<file path="src/hdl/jsu_pkg.sv">
`default_nettype none
// ----------------------------------------------------------------------------
// jsu_pkg
// Shared types and constants for the JSON string unescaper.
// ----------------------------------------------------------------------------
package jsu_pkg;

	localparam int unsigned MaxRes = 4;

	typedef enum logic [2:0] {
		ERR_NONE     = 3'd0,
		ERR_CTRL_WS  = 3'd1,
		ERR_BAD_ESC  = 3'd2,
		ERR_BAD_HEX  = 3'd3,
		ERR_BAD_PAIR = 3'd4,
		ERR_LONE_LOW = 3'd5
	} err_t;

	typedef enum logic [5:0] {
		MODE_PLAIN   = 6'b000001,
		MODE_ESC     = 6'b000010,
		MODE_HEX1    = 6'b000100,
		MODE_NEED_BS = 6'b001000,
		MODE_NEED_U  = 6'b010000,
		MODE_HEX2    = 6'b100000
	} mode_t;

	// one decoded input word: up to four result words
	typedef struct packed {
		logic [2:0]                n;
		logic [MaxRes-1:0][7:0]    bytes;
		logic                      byte_ok;
		logic                      str_end;
		err_t                      err;
	} res_t;

endpackage
`default_nettype wire

</file>
<file path="src/hdl/jsu_in_if.sv">
`default_nettype none
// ----------------------------------------------------------------------------
// jsu_in_if
// Input channel: one raw string byte per word.
// ----------------------------------------------------------------------------
interface jsu_in_if;
	logic       valid;
	logic       ready;
	logic [7:0] in_byte;
	logic       restart;

	modport source (output valid, output in_byte, output restart, input ready);
	modport sink   (input valid, input in_byte, input restart, output ready);
endinterface
`default_nettype wire

</file>
<file path="src/hdl/jsu_out_if.sv">
`default_nettype none
// ----------------------------------------------------------------------------
// jsu_out_if
// Output channel: one decoded byte or status per word.
// ----------------------------------------------------------------------------
interface jsu_out_if;
	logic       valid;
	logic       ready;
	logic [7:0] out_byte;
	logic       out_valid;
	logic       string_end;
	logic [2:0] error_code;
	logic       last;

	modport source (output valid, output out_byte, output out_valid, output string_end,
		output error_code, output last, input ready);
	modport sink   (input valid, input out_byte, input out_valid, input string_end,
		input error_code, input last, output ready);
endinterface
`default_nettype wire

</file>
<file path="src/hdl/jsu_decode.sv">
`default_nettype none
// ----------------------------------------------------------------------------
// jsu_decode
// Escape / \uXXXX decoder state and next-result logic for one byte.
// ----------------------------------------------------------------------------
module jsu_decode (
	input  wire logic        clk,
	input  wire logic        arst_n,
	input  wire logic        adv,
	input  wire logic [7:0]  in_byte,
	input  wire logic        restart,
	output jsu_pkg::res_t    res
);

	localparam logic [7:0] ChBslash = 8'h5C;
	localparam logic [7:0] ChQuote  = 8'h22;
	localparam logic [7:0] ChSlash  = 8'h2F;

	jsu_pkg::mode_t mode_q, mode_eff, mode_n;
	logic [15:0]    acc_q, acc_n, acc_shift;
	logic [1:0]     cnt_q, cnt_n, cnt_eff;
	logic [9:0]     hs_q, hs_n;
	logic           hex_ok;
	logic [3:0]     hex_val;

	function automatic jsu_pkg::res_t utf8(input logic [20:0] t);
		jsu_pkg::res_t r;
		r = '0;
		r.byte_ok = 1'b1;
		r.err     = jsu_pkg::ERR_NONE;
		if (t <= 21'h7F) begin
			r.n        = 3'd1;
			r.bytes[0] = t[7:0];
		end else if (t <= 21'h7FF) begin
			r.n        = 3'd2;
			r.bytes[0] = {3'b110, t[10:6]};
			r.bytes[1] = {2'b10, t[5:0]};
		end else if (t <= 21'hFFFF) begin
			r.n        = 3'd3;
			r.bytes[0] = {4'b1110, t[15:12]};
			r.bytes[1] = {2'b10, t[11:6]};
			r.bytes[2] = {2'b10, t[5:0]};
		end else begin
			r.n        = 3'd4;
			r.bytes[0] = {5'b11110, t[20:18]};
			r.bytes[1] = {2'b10, t[17:12]};
			r.bytes[2] = {2'b10, t[11:6]};
			r.bytes[3] = {2'b10, t[5:0]};
		end
		return r;
	endfunction

	function automatic jsu_pkg::res_t fail(input jsu_pkg::err_t e);
		jsu_pkg::res_t r;
		r     = '0;
		r.n   = 3'd1;
		r.err = e;
		return r;
	endfunction

	function automatic jsu_pkg::res_t one_byte(input logic [7:0] b);
		jsu_pkg::res_t r;
		r          = '0;
		r.n        = 3'd1;
		r.byte_ok  = 1'b1;
		r.bytes[0] = b;
		r.err      = jsu_pkg::ERR_NONE;
		return r;
	endfunction

	always_comb begin
		hex_ok  = 1'b1;
		hex_val = 4'd0;
		if (in_byte >= 8'h30 && in_byte <= 8'h39) begin
			hex_val = in_byte[3:0];
		end else if ((in_byte >= 8'h61 && in_byte <= 8'h66) ||
			(in_byte >= 8'h41 && in_byte <= 8'h46)) begin
			hex_val = in_byte[3:0] + 4'd9;
		end else begin
			hex_ok = 1'b0;
		end
	end

	assign mode_eff  = restart ? jsu_pkg::MODE_PLAIN : mode_q;
	assign cnt_eff   = restart ? 2'd0 : cnt_q;
	assign acc_shift = {(restart ? 12'd0 : acc_q[11:0]), hex_val};

	always_comb begin
		mode_n = jsu_pkg::MODE_PLAIN;
		acc_n  = restart ? 16'd0 : acc_q;
		cnt_n  = cnt_eff;
		hs_n   = restart ? 10'd0 : hs_q;
		res    = '0;
		unique case (mode_eff)
			jsu_pkg::MODE_ESC: begin
				unique case (in_byte)
					8'h62:    res = one_byte(8'h08);
					8'h66:    res = one_byte(8'h0C);
					8'h6E:    res = one_byte(8'h0A);
					8'h72:    res = one_byte(8'h0D);
					8'h74:    res = one_byte(8'h09);
					ChQuote:  res = one_byte(ChQuote);
					ChSlash:  res = one_byte(ChSlash);
					ChBslash: res = one_byte(ChBslash);
					8'h75: begin
						mode_n = jsu_pkg::MODE_HEX1;
						acc_n  = 16'd0;
						cnt_n  = 2'd0;
					end
					default: begin
						res   = fail(jsu_pkg::ERR_BAD_ESC);
						cnt_n = 2'd0;
					end
				endcase
			end
			jsu_pkg::MODE_HEX1, jsu_pkg::MODE_HEX2: begin
				if (!hex_ok) begin
					res   = fail(jsu_pkg::ERR_BAD_HEX);
					cnt_n = 2'd0;
				end else begin
					acc_n = acc_shift;
					if (cnt_eff != 2'd3) begin
						cnt_n  = cnt_eff + 2'd1;
						mode_n = mode_eff;
					end else begin
						cnt_n = 2'd0;
						if (mode_eff == jsu_pkg::MODE_HEX1) begin
							if (acc_shift[15:10] == 6'b110110) begin
								hs_n   = acc_shift[9:0];
								mode_n = jsu_pkg::MODE_NEED_BS;
							end else if (acc_shift[15:10] == 6'b110111) begin
								res = fail(jsu_pkg::ERR_LONE_LOW);
							end else begin
								res = utf8({5'd0, acc_shift});
							end
						end else begin
							if (acc_shift[15:10] != 6'b110111) begin
								res = fail(jsu_pkg::ERR_BAD_PAIR);
							end else begin
								res = utf8(21'h10000 + {1'b0, hs_n, acc_shift[9:0]});
							end
						end
					end
				end
			end
			jsu_pkg::MODE_NEED_BS: begin
				if (in_byte != ChBslash) begin
					res   = fail(jsu_pkg::ERR_BAD_PAIR);
					cnt_n = 2'd0;
				end else begin
					mode_n = jsu_pkg::MODE_NEED_U;
				end
			end
			jsu_pkg::MODE_NEED_U: begin
				if (in_byte != 8'h75) begin
					res   = fail(jsu_pkg::ERR_BAD_PAIR);
					cnt_n = 2'd0;
				end else begin
					mode_n = jsu_pkg::MODE_HEX2;
					acc_n  = 16'd0;
					cnt_n  = 2'd0;
				end
			end
			default: begin
				if (in_byte >= 8'h09 && in_byte <= 8'h0D) begin
					res   = fail(jsu_pkg::ERR_CTRL_WS);
					cnt_n = 2'd0;
				end else if (in_byte == ChBslash) begin
					mode_n = jsu_pkg::MODE_ESC;
				end else if (in_byte == ChQuote) begin
					res         = '0;
					res.n       = 3'd1;
					res.str_end = 1'b1;
				end else begin
					res = one_byte(in_byte);
				end
			end
		endcase
	end

	always_ff @(posedge clk or negedge arst_n) begin
		if (!arst_n) begin
			mode_q <= jsu_pkg::MODE_PLAIN;
			acc_q  <= 16'd0;
			cnt_q  <= 2'd0;
			hs_q   <= 10'd0;
		end else if (adv) begin
			mode_q <= mode_n;
			acc_q  <= acc_n;
			cnt_q  <= cnt_n;
			hs_q   <= hs_n;
		end
	end

endmodule
`default_nettype wire

</file>
<file path="src/hdl/json_string_unescape_utf8_core.sv">
`default_nettype none
// ----------------------------------------------------------------------------
// json_string_unescape_utf8_core
// JSON string body unescaper with UTF-16 surrogate pairs to UTF-8.
// ----------------------------------------------------------------------------
// channel  dir  payload                                          words
// din      in   in_byte[7:0], restart                            1 per byte
// dout     out  out_byte[7:0], out_valid, string_end,            0..4 per byte
//               error_code[2:0], last
//
// A byte is registered, decoded in the next cycle and its results loaded into
// a four-word result buffer that drains one word per cycle while dout is ready.
// One byte per cycle when each byte gives at most one word and dout is ready;
// a byte giving n words stalls the input until its last word is taken (the
// single output port sets this). Bytes that give no word never wait on the
// result buffer. arst_n clears the decoder to plain mode and empties both stages.
// ----------------------------------------------------------------------------
module json_string_unescape_utf8_core (
	input  wire logic  clk,
	input  wire logic  arst_n,
	jsu_in_if.sink     din,
	jsu_out_if.source  dout
);

	logic                               vld_s1;
	logic [7:0]                         byte_s1;
	logic                               rst_s1;
	jsu_pkg::res_t                      res;
	logic                               adv;
	logic                               buf_free;
	logic                               out_fire;
	logic                               in_fire;
	logic                               last_out;

	logic                               busy_q;
	logic [1:0]                         ptr_q;
	logic [2:0]                         n_q;
	logic [jsu_pkg::MaxRes-1:0][7:0]    bytes_q;
	logic                               byte_ok_q;
	logic                               end_q;
	jsu_pkg::err_t                      err_q;

	jsu_decode u_decode (
		.clk     (clk),
		.arst_n  (arst_n),
		.adv     (adv),
		.in_byte (byte_s1),
		.restart (rst_s1),
		.res     (res)
	);

	assign out_fire = dout.valid && dout.ready;
	assign last_out = ({1'b0, ptr_q} + 3'd1) == n_q;
	assign buf_free = !busy_q || (out_fire && last_out);
	assign adv      = vld_s1 && (buf_free || (res.n == 3'd0));
	assign din.ready = !vld_s1 || adv;
	assign in_fire  = din.valid && din.ready;

	always_ff @(posedge clk or negedge arst_n) begin
		if (!arst_n) begin
			vld_s1 <= 1'b0;
		end else if (in_fire) begin
			vld_s1 <= 1'b1;
		end else if (adv) begin
			vld_s1 <= 1'b0;
		end
	end

	always_ff @(posedge clk) begin
		if (in_fire) begin
			byte_s1 <= din.in_byte;
			rst_s1  <= din.restart;
		end
	end

	always_ff @(posedge clk or negedge arst_n) begin
		if (!arst_n) begin
			busy_q <= 1'b0;
			ptr_q  <= 2'd0;
			n_q    <= 3'd0;
		end else if (adv && (res.n != 3'd0)) begin
			busy_q <= 1'b1;
			ptr_q  <= 2'd0;
			n_q    <= res.n;
		end else if (out_fire) begin
			if (last_out) begin
				busy_q <= 1'b0;
			end else begin
				ptr_q <= ptr_q + 2'd1;
			end
		end
	end

	always_ff @(posedge clk) begin
		if (adv && (res.n != 3'd0)) begin
			bytes_q   <= res.bytes;
			byte_ok_q <= res.byte_ok;
			end_q     <= res.str_end;
			err_q     <= res.err;
		end
	end

	assign dout.valid      = busy_q;
	assign dout.out_byte   = bytes_q[ptr_q];
	assign dout.out_valid  = byte_ok_q;
	assign dout.string_end = end_q;
	assign dout.error_code = err_q;
	assign dout.last       = last_out;

endmodule
`default_nettype wire

</file>
<file path="src/flat_wrapper.sv">
// flat-port wrapper written by rule: the top's interface ports become plain ports
module json_string_unescape_utf8_core_flat 
  (clk, arst_n, din_valid, din_in_byte, din_restart, din_ready, dout_valid, dout_out_byte, dout_out_valid, dout_string_end, dout_error_code, dout_last, dout_ready);
  jsu_in_if din_i ();
  jsu_out_if dout_i ();
  input  wire logic clk;
  input  wire logic arst_n;
  input wire logic [$bits(din_i.valid)-1:0] din_valid;
  input wire logic [$bits(din_i.in_byte)-1:0] din_in_byte;
  input wire logic [$bits(din_i.restart)-1:0] din_restart;
  output wire logic [$bits(din_i.ready)-1:0] din_ready;
  output wire logic [$bits(dout_i.valid)-1:0] dout_valid;
  output wire logic [$bits(dout_i.out_byte)-1:0] dout_out_byte;
  output wire logic [$bits(dout_i.out_valid)-1:0] dout_out_valid;
  output wire logic [$bits(dout_i.string_end)-1:0] dout_string_end;
  output wire logic [$bits(dout_i.error_code)-1:0] dout_error_code;
  output wire logic [$bits(dout_i.last)-1:0] dout_last;
  input wire logic [$bits(dout_i.ready)-1:0] dout_ready;
  assign din_i.valid = din_valid;
  assign din_i.in_byte = din_in_byte;
  assign din_i.restart = din_restart;
  assign din_ready = din_i.ready;
  assign dout_valid = dout_i.valid;
  assign dout_out_byte = dout_i.out_byte;
  assign dout_out_valid = dout_i.out_valid;
  assign dout_string_end = dout_i.string_end;
  assign dout_error_code = dout_i.error_code;
  assign dout_last = dout_i.last;
  assign dout_i.ready = dout_ready;
  json_string_unescape_utf8_core u_core (.clk(clk), .arst_n(arst_n), .din(din_i), .dout(dout_i));
endmodule
</file>
<file path="config.mk">
export PLATFORM = sky130hd
export DESIGN_NAME = json_string_unescape_utf8_core_flat
export DESIGN_NICKNAME = d
export VERILOG_FILES = /design/src/hdl/jsu_pkg.sv /design/src/hdl/jsu_in_if.sv /design/src/hdl/jsu_out_if.sv /design/src/hdl/jsu_decode.sv /design/src/hdl/json_string_unescape_utf8_core.sv /design/src/flat_wrapper.sv
export SDC_FILE = /design/constraint.sdc
export NUM_CORES = 1
export LEC_CHECK = 0
export BUFFER_PORTS_ARGS = -buffer_cell sky130_fd_sc_hd__buf_4
export CAP_MARGIN = 20
export CORE_MARGIN = 8
export CORE_UTILIZATION = 52
export CTS_CLUSTER_SIZE = 20
export DETAILED_ROUTE_END_ITERATION = 7
export HOLD_SLACK_MARGIN = 0.1
export PLACE_DENSITY = 0.77
export SLEW_MARGIN = 20
export SYNTH_ARGS = -nofsm -noshare
export SYNTH_HDL_FRONTEND = slang
export SYNTH_SLANG_ARGS = --single-unit
</file>
<file path="constraint.sdc">
create_clock -name clk -period 10 [get_ports clk]
set_input_delay 2 -clock clk [delete_from_list [all_inputs] [get_ports clk]]
set_output_delay 2 -clock clk [all_outputs]
set_load 0.01 [all_outputs]
</file>
Word-level counts from Yosys, hierarchy flattened:

Cells that the tools add are included.

* reductions and logical operators: 24
* muxes and demuxes: 72
* add/subtract/negate cells: 5
* $lt $le $gt $ge: 14
* equality and inequality tests: 22

Operators with widths (count)
* $pmux 38 s9: 1
* $mux 40: 6
* $pmux 40 s4: 1
* $mux 38: 4
* $mux 16: 7
* $mux 10: 6
* $eq 8x7->1 const B: 7
* $pmux 16 s3: 1
* $mux 8: 5
* $mux 24: 1
* $mux 6: 4
* $pmux 6 s4: 1
* $mux 2: 11
* $mux 22: 1
* $add 17x20->21 const A: 1
* $le 21x11->1 const B: 1
* $le 21x16->1 const B: 1
* $le 21x7->1 const B: 1
* $eq 6x6->1 const B: 3
* $bmux 8 s2: 1
* $eq 8x6->1 const B: 2
* $ge 8x7->1 const B: 2
* $le 16x11->1 const B: 1
* $le 16x7->1 const B: 1
* 34 further kinds: 67

* register bits after elaboration: 87
* input port bits: 13
* output and inout port bits: 16

Depth between registers and ports, before layout:

Gate-level depths: netlist (run 1).

* depth after elaboration: 21
* depth in mapped cells: 13
* mapped depth without buffers: 10

Modules after synthesis:

From an unflattened synthesis (run 1), not the netlist that was laid out.

* cell total of the unflattened synthesis: 579
* area, all modules: 5490.3 µm²

By module, submodules not included
* jsu_decode: area an instance 3459.6 µm², cells an instance 473, instances 1, seq. area each 752.0 µm²
* json_string_unescape_utf8_core: area an instance 2030.7 µm², cells an instance 106, instances 1, seq. area each 1556.5 µm²

Worst setup path before layout (run 1):

Ideal clock, no wire load.

* path kind: reg-to-output
* from: register u_core.rst_s1
* to: output din_ready
* arrival: 2.863 ns
* stages on the path, launching flop included: 13
* setup slack: 5.137 ns
* path buffers: 2
* path through: edfxtp_1 > buf_2 > clkbuf_1 > nor2b_1 > ha_1 > and3b_1 > a211o_1 > nand2_1 > nor4_4 > nor2_2 > o311a_2 > a21oi_1 > nand2_1

* word-level cells in the longest chain between the ends: 15

RTL lines
* start, declared: RTL line json_string_unescape_utf8_core.sv:27 `logic rst_s1;`
* start signal, assigned: RTL line json_string_unescape_utf8_core.sv:72 `rst_s1 <= din.restart;`
* $mux 12 or $mux 10 (tied branches): RTL line jsu_decode.sv:86, jsu_decode.sv:92
* $add 17x20->21: RTL line jsu_decode.sv:140 `res = utf8(21'h10000 + {1'b0, hs_n, acc_shift[9:0]});`
* $le 21x16->1: RTL line jsu_decode.sv:38 `end else if (t <= 21'hFFFF) begin`
* $mux 3: RTL line jsu_decode.sv:38
* $mux 3: RTL line jsu_decode.sv:34 `end else if (t <= 21'h7FF) begin`
* $mux 3: RTL line jsu_decode.sv:31 `if (t <= 21'h7F) begin`
* $mux 40: RTL line jsu_decode.sv:137 `if (acc_shift[15:10] != 6'b110111) begin`
* $mux 40: RTL line jsu_decode.sv:127 `if (mode_eff == jsu_pkg::MODE_HEX1) begin`
* $mux 40: RTL line jsu_decode.sv:122 `if (cnt_eff != 2'd3) begin`
* $mux 40: RTL line jsu_decode.sv:117 `if (!hex_ok) begin`
* $pmux 40 s4 (*): RTL line jsu_decode.sv:94 `unique case (mode_eff)`
* $logic_not 3->1 (*): RTL line json_string_unescape_utf8_core.sv:55 `assign adv = vld_s1 && (buf_free || (res.n == 3'd0));`
* $logic_or 1x1->1 (*): RTL line json_string_unescape_utf8_core.sv:55
* $logic_and 1x1->1 (*): RTL line json_string_unescape_utf8_core.sv:55
* $logic_or 1x1->1 (*): RTL line json_string_unescape_utf8_core.sv:56 `assign din.ready = !vld_s1 || adv;`
* end, declared: RTL line flat_wrapper.sv:11 `output wire logic [$bits(din_i.ready)-1:0] din_ready;`

Every way passes the cells marked *; elsewhere a longest branch is shown, timed or not.

Worst setup path after layout (run 1):

Ends and elaborated chain as after synthesis.

==> metrics.md, run 1 <==
| Metric | Value |
|---|---|
| Min-Delay Path Class | `reg -> reg` |
| Setup TNS | `0 ns` |
| Residual DRC count | `0` |
| Port bufs | `28` |
| WL final | `17,650 um` |
| Aggregate global routing overflow | `0` |
| Clk buf depth | `2` |
| CP required | `8.00 ns` |
| Placeable Area | `a little over 10,000 sq um` |
| Post-synth net total | `603` |
| Max transition margin | `roughly a third` |
| Via count | `between 4,000 and 5,000` |
| Final Critical Period | `5.946 ns` |
| Yosys warns | `0` |
| Layout cells sized above 1 | `16.19%` |
| Root buffer cell | `clkbuf_8` |
| Dominant cells by area after synthesis | `edfxtp_1 23%, dfrtp_1 16%, o21ai_0 3.6%` |
| DR iter-0 viols | `506` |
| PnR worst setup slack | `between 4 and 5 ns` |
| Total GRT Usage | `24.94%` |
| Vias in the first global route | `4,753` |
| Setup-failing EPs final | `0` |
| Clock Sinks | `80` |
| Achievable frequency | `roughly 0.17 GHz` |
| Cell Area, Placed | `5827 sq um` |
| DRT antenna net count | `0` |
| Io pins | `29` |
| Gp weighted congestion | `0.9690` |
| Inserted Clock Buffers | `9` |
| Crit end category | `primary output` |
| Fin. Hold Viols | `0` |
| Final nets | `a little over 600` |
| Starting density of the core | `53.60%` |
| Initial antenna violation count | `0` |
| Critical Path Fanout Max | `25` |
| Worst-Margin Slew | `0.9796 ns` |
| Period utilization | `59.46%` |
| Crit path arrival time | `approximately 4.0 ns` |
| Worst-Skew Late Latency | `0.38 ns` |
| Gate count of the mapped netlist | `581` |
| Post-synth top area share | `23.23%` |
| Max_cap viols | `0` |
| # rows | `37` |
| Pre-Repair DR Iteration Count | `5` |
| Area of the mapped netlist | `between 5000 and 6000 sq um` |
| Proportion of synthesized chip area in sequential cells | `39.91%` |
| Top FF cell, synth | `edfxtp_1` |
| H-tree Lvls | `3` |
| Post-Layout Inst Area | `6035 sq um` |
| Unique cell type count in the Yosys netlist | `86` |
| Cell taking the most area after synthesis | `edfxtp_1` |
| Synthesized flop and latch total | `80` |
| RSZ-0062 raised after global routing | `false` |
| Max Slew Vio Count | `0` |
| Diode count | `0` |
| Type of origin of the critical path | `flop` |
| Max IR drop VDD | `163.1 uV` |
| Hold WS | `0.5173 ns` |
| Crit Path Class | `reg -> out` |
| Post-synth EDFFs | `43` |
| Largest net degree at the start of global routing | `38` |
| DIE HEIGHT | `between 100 and 150 um` |
| Leak Pwr | `2.252 nW` |
| DP Wirelength | `13,270 um` |
| DP Worst Slack | `4.581 ns` |
| Area growth from synthesis to layout | `8.577%` |
| Layout Skew | `0.01435 ns` |
| CTS tree | `built` |
| Synth Area per Inst | `9.566 sq um` |
| Status | `complete, no violations` |
| Post-CTS setup buffer count | `0` |
| Routed WL per cell | `24.02 um` |
| Die W | `119.4 um` |
| Via density | `6.770` |
| CTS resizes | `0` |
| Post-synthesis async set-or-reset flop share | `46.25%` |
| Power per cell area | `197.5 nW/um^2` |
| Clk pin slew, worst setup/hold paths | `0.09 ns` |
| First-pass GRT wire length | `27,750 um` |
| Die area | `14,250 sq um` |
| Post-CTS Hold Buffers | `0` |
## cell families (layout without fill, tap and decap cells)
family / count (synthesis) / after routing / share of synthesized area, %
flops: 80 / 80 / 39.91
fa+ha+maj: 9 / 9 / 2.026
buf+inv: 51 / 69 / 3.895
mux: 23 / 23 / 6.146
xor+xnor: 8 / 8 / 1.261
compound gates: 181 / 181 / 23.68
simple gates: 229 / 229 / 23.08
## worst max-delay path, cell delays in order, from the launching register on
cell,delay (ns)
edfxtp_1,1.01
nor2b_1,0.21
ha_1,0.29
and3b_1,0.22
a211o_1,0.30
nand2_1,0.14
a211o_1,0.16
mux2i_1,0.22
o311a_2,0.51
a21oi_1,0.23
nand2_1,0.09
buf_4,0.16
## synth_stat cells, types with 4 or more instances
library cell   n
nand3_1       20
or4_1          7
a21o_1         5
o21ai_1       10
a31o_2         4
buf_2         11
o31ai_1        5
ha_1           9
a22o_1        13
o22ai_1       17
nand2b_1       8
a31oi_1        4
a22oi_1       18
o311a_1        4
and3_1         5
dfrtp_1       36
edfxtp_1      43
nor2b_1       15
nand4_1        8
or3_1          5
nand2_1       47
xnor2_1        6
nor4_1         5
a21oi_1       23
mux2_2         4
inv_1         22
mux4_2         7
clkbuf_1      15
and2_1         8
o21ai_0       40
nor3_1        10
nor2_1        52
mux2i_1        8
or2_2          8
## final timing paths
kind	start	endpoint	slack, ns	depth (start not counted)
setup reg to reg	u_core.rst_s1$_DFFE_PP_	u_core.bytes_q[8]$_DFFE_PP_	5.43	11
min in group asynchronous	arst_n	u_core.u_decode.acc_q[7]$_DFFE_PN0P_	1.59	1
hold / removal	u_core.n_q[1]$_DFFE_PN0P_	u_core.n_q[1]$_DFFE_PN0P_	0.52	1
setup / recovery	u_core.rst_s1$_DFFE_PP_	din_ready	4.05	11
max in group asynchronous	arst_n	u_core.u_decode.mode_q[0]$_DFFE_PN1P_	8.03	1
hold reg to reg	u_core.n_q[1]$_DFFE_PN0P_	u_core.n_q[1]$_DFFE_PN0P_	0.52	1
## power by group
part	total (mW)	internal, mW	switching (mW)
combinational	0.419	0.172	0.247
clock	0.251	0.118	0.133
sequential	0.521	0.442	0.0793
## cells in the final DEF, fill, tap and decap left out, types with 4 or more instances in the layout
cell type	n
o21ai_0	40
dfrtp_1	36
and3_1	5
mux2_2	4
and2_1	8
a31oi_1	4
a22o_1	13
o311a_1	4
or3_1	5
nor4_1	5
ha_1	9
nor3_1	10
o21ai_1	10
edfxtp_1	43
nand2_1	47
a22oi_1	18
clkbuf_8	9
or2_2	8
mux4_2	7
nor2b_1	15
nor2_1	52
a21oi_1	23
or4_1	7
nand2b_1	8
xnor2_1	6
a31o_2	4
mux2i_1	7
inv_1	22
buf_4	31
nand3_1	20
o31ai_1	5
o22ai_1	17
nand4_1	8
a21o_1	5
## cell type report
cell class	count	area, sq um
tap	136	170.2
timing repair buffer	31	232.7
sequential	80	2218
clock buffer	9	123.9
clock inverter	7	80.08
fill	940	4335
inverter	22	82.58
multi-input combinational	450	3127
## registers in the layout (all words and copies together) (netlist names)
register,cells
u_core.bytes_q,29
u_core.dout.out_valid,1
u_core.dout.string_end,1
u_core.u_decode.acc_q,12
u_core.dout.error_code,3
u_core.u_decode.hs_q,10
u_core.dout.valid,1
u_core.ptr_q,2
u_core.vld_s1,1
u_core.u_decode.mode_q,6
u_core.n_q,3
u_core.u_decode.cnt_q,2
u_core.rst_s1,1
u_core.byte_s1,8
## stage by stage
| stage | total power, mW | cells | util, % |
|---|---|---|---|
| 6_report | 1.192 | 735 | 58.19 |
| 5_1_grt | 1.252 | 735 | 58.19 |
| 4_1_cts | 1.195 | 735 | 58.16 |
| 3_5_place_dp | 0.9448 | 719 | 56.19 |
| 3_3_place_gp | 0.9358 | 719 | 56.19 |
| 2_1_floorplan | 0.7761 | 581 | - |
## layer usage
| metal | wire [um] | vias up | GRT usage (%) |
|---|---|---|---|
| met3 | 1395 | 36 | 5.338 |
| li1 | - | 2248 | - |
| met4 | 756 | 0 | 12.96 |
| met1 | 7733 | 2440 | 33.83 |
| met5 | 0 | - | 0 |
| met2 | 7767 | 252 | 36.74 |
No activity file was read; power rests on OpenSTA's default activity.
==> inputs of run 2 (changes only) <==
==> constraint.sdc (replaced) <==
create_clock -name clk -period 5.5 [get_ports clk]
set_input_delay 1.1 -clock clk [delete_from_list [all_inputs] [get_ports clk]]
set_output_delay 1.1 -clock clk [all_outputs]
set_load 0.01 [all_outputs]
==> run 2 against run 1 <==
Compared with the run above:
- sequential power up 82%
- via count grew 2.1%
- cell count up 0.54%
- utilization barely moved
- wire length decreased by 0.23%
- critical path depth did not move
- sequential cell count did not move
- critical path type unchanged
- critical endpoint unchanged
==> metrics.md, run 2 (synthesis results as in run 1) <==
| Metric | Value |
|---|---|
| Status | `complete, no violations` |
| DP Wirelength | `roughly 13,000 um` |
| Initial antenna violation count | `0` |
| Most Frequent Cell on Critical Path | `nand2_1` |
| HP Start | `u_core.n_q[2]$_DFFE_PN0P_` |
| Largest regs | `u_core.bytes_q: 29 flops, u_core.u_decode.acc_q: 12 flops, u_core.u_decode.hs_q: 10 flops` |
| Clock Sinks | `80` |
| Via count | `5,079` |
| Non-filler cells, final | `~740` |
| CP max stage delay | `around 0.79 ns` |
| Final nets | `620` |
| Die W | `approximately 120 um` |
| CP required | `about 4.4 ns` |
| Max reg flops | `29` |
| Worst-Margin Slew | `1.106 ns` |
| Clk pin slew, worst setup/hold paths | `0.09 ns` |
| Worst r2r path cells | `11` |
| Setup-failing EPs final | `0` |
| Pre-Repair DR Iteration Count | `7` |
| Root buffer cell | `clkbuf_8` |
| Routed WL per cell | `23.83 um` |
| Total power | `~2.1 mW` |
| Area growth from synthesis to layout | `8.510%` |
| Inserted Clock Buffers | `9` |
| Achievable frequency | `0.1990 GHz` |
| # rows | `37` |
| CTS resizes | `0` |
| Min-Delay Endpoint | `u_core.n_q[2]$_DFFE_PN0P_` |
| Placeable Area | `~10,000 sq um` |
| Reg-to-reg startpoint | `u_core.rst_s1$_DFFE_PP_` |
| Type of origin of the critical path | `flop` |
| Commonest non-fill, non-tap cells in the layout | `52 x nor2_1, 47 x nand2_1, 43 x edfxtp_1` |
| DR iter-0 viols | `614` |
| WP buf/inv | `1` |
| Hold WS | `0.5248 ns` |
| Port bufs | `28` |
| Hold path cells | `1` |
| Die area | `about 14,000 sq um` |
| CP max stage cell | `edfxtp_1` |
| Setup TNS | `0 ns` |
| Layout Skew | `~0.018 ns` |
| Critical Path, Cell by Cell | `nor2b_1 > ha_1 > and3b_1 > a211o_1 > nand2_1 > nor4_4 > nor2_2 > o311a_2 > a21oi_1 > nand2_1 > buf_4` |
| Max_cap viols | `0` |
| Critical Path Fanout Max | `25` |
| Largest reg by FF count | `u_core.bytes_q` |
| Final Critical Period | `5.024 ns` |
| Crit Path Class | `reg -> out` |
| Vias in the first global route | `4,667` |
| Max IR drop VDD | `310.1 uV` |
| H-tree Lvls | `3` |
| WL final | `17,610 um` |
| Layout cells sized above 1 | `16.42%` |
| Multi-input logic area | `3123 sq um` |
| Largest net degree at the start of global routing | `38` |
| Crit end category | `primary output` |
| # fillers | `roughly 920` |
| First-pass GRT wire length | `27,490 um` |
| Max transition margin | `between 20% and 30%` |
| Min-Delay Path Class | `reg -> reg` |
| Residual DRC count | `0` |
| CTS tree | `built` |
| Period utilization | `91.35%` |
| Post-CTS setup buffer count | `0` |
| Starting density of the core | `53.60%` |
| Gp weighted congestion | `0.9804` |
| DRT antenna net count | `0` |
| Worst-Skew Late Latency | `between 0.3 and 0.4 ns` |
| Io pins | `29` |
| Post-CTS Hold Buffers | `0` |
| Aggregate global routing overflow | `0` |
| Diode count | `0` |
| Max Slew Vio Count | `0` |
| Cell count after placement | `723` |
| DIE HEIGHT | `119.4 um` |
| Power per cell area | `351.5 nW/um^2` |
| Reg area | `2218 sq um` |
| R2r setup slk | `between 0.9 and 1 ns` |
| Leak Pwr | `around 2.3 nW` |
| RSZ-0062 raised after global routing | `false` |
| Crit path arrival time | `3.92 ns` |
| Fin. Hold Viols | `0` |
| Clk buf depth | `2` |
| Most common cell after layout, fill and taps aside | `nor2_1` |
| Total GRT Usage | `24.87%` |
| Via density | `6.873` |
| FF-to-FF End | `u_core.bytes_q[23]$_DFFE_PP_` |
| Cell family contributing the most delay on the critical path | `simple AND/OR/NAND/NOR gates` |
==> run 2: changes by cell type in the layout (fill, tap and decap cells not counted), sizes merged <==
cell	previous run	this run
buf	31	35
bufinv	1	0
clkbuf	9	10
clkinvlp	1	2
inv	24	23
==> run 2: through the flow <==
step | util (%) | cell area, sq um | setup WS (ns)
finish | 58.16 | 6031 | 0.4758
global route | 58.16 | 6031 | 0.2613
global placement | 56.48 | 5857 | 1.055
floorplan | - | 5558 | 1.537
CTS | 58.16 | 6031 | 0.5581
detailed placement | 56.48 | 5857 | 0.9725
==> run 2: worst reg2reg max path, cell delays in order (launching register included) <==
cell,delay [ns]
edfxtp_1,0.79
nor2b_1,0.40
ha_1,0.27
and3b_1,0.24
a211o_1,0.19
nand2_1,0.11
nor4_4,0.45
nor2_2,0.14
o311ai_4,0.75
o21ai_1,0.24
inv_1,0.26
buf_4,0.39
==> run 2: how the worst max path moves through the flow <==
stage | start | endpoint | depth (start not counted)
after floorplan | u_core.rst_s1$_DFFE_PP_ | din_ready | 12
after global placement | u_core.rst_s1$_DFFE_PP_ | din_ready | 11
after detailed placement | u_core.rst_s1$_DFFE_PP_ | din_ready | 11
after CTS | u_core.rst_s1$_DFFE_PP_ | din_ready | 11
after global routing | u_core.byte_s1[1]$_DFFE_PP_ | din_ready | 11
final | u_core.rst_s1$_DFFE_PP_ | din_ready | 11
==> run 2: final cells by class <==
| type | instances | share of cell area (%) |
|---|---|---|
| multi-input combinational | 450 | 51.78 |
| sequential | 80 | 36.78 |
| timing repair buffer | 35 | 4.357 |
| tap | 136 | 2.822 |
| clock buffer | 10 | 2.116 |
| inverter | 22 | 1.369 |
| clock inverter | 6 | 0.7676 |
==> run 2: power breakdown <==
part / switching [mW] / internal, mW
Clock: 0.237 / 0.166
Sequential: 0.145 / 0.804
Combinational: 0.453 / 0.315
Total: 0.835 / 1.29
==> run 2: metal layers <==
metal  GRT usage (%)  wire length, um  vias up
li1                -                -     2262
met1           34.45             7622     2467
met2           35.48             7426      295
met3           5.007             1702       55
met4           14.13              861        0
met5               0                0        -
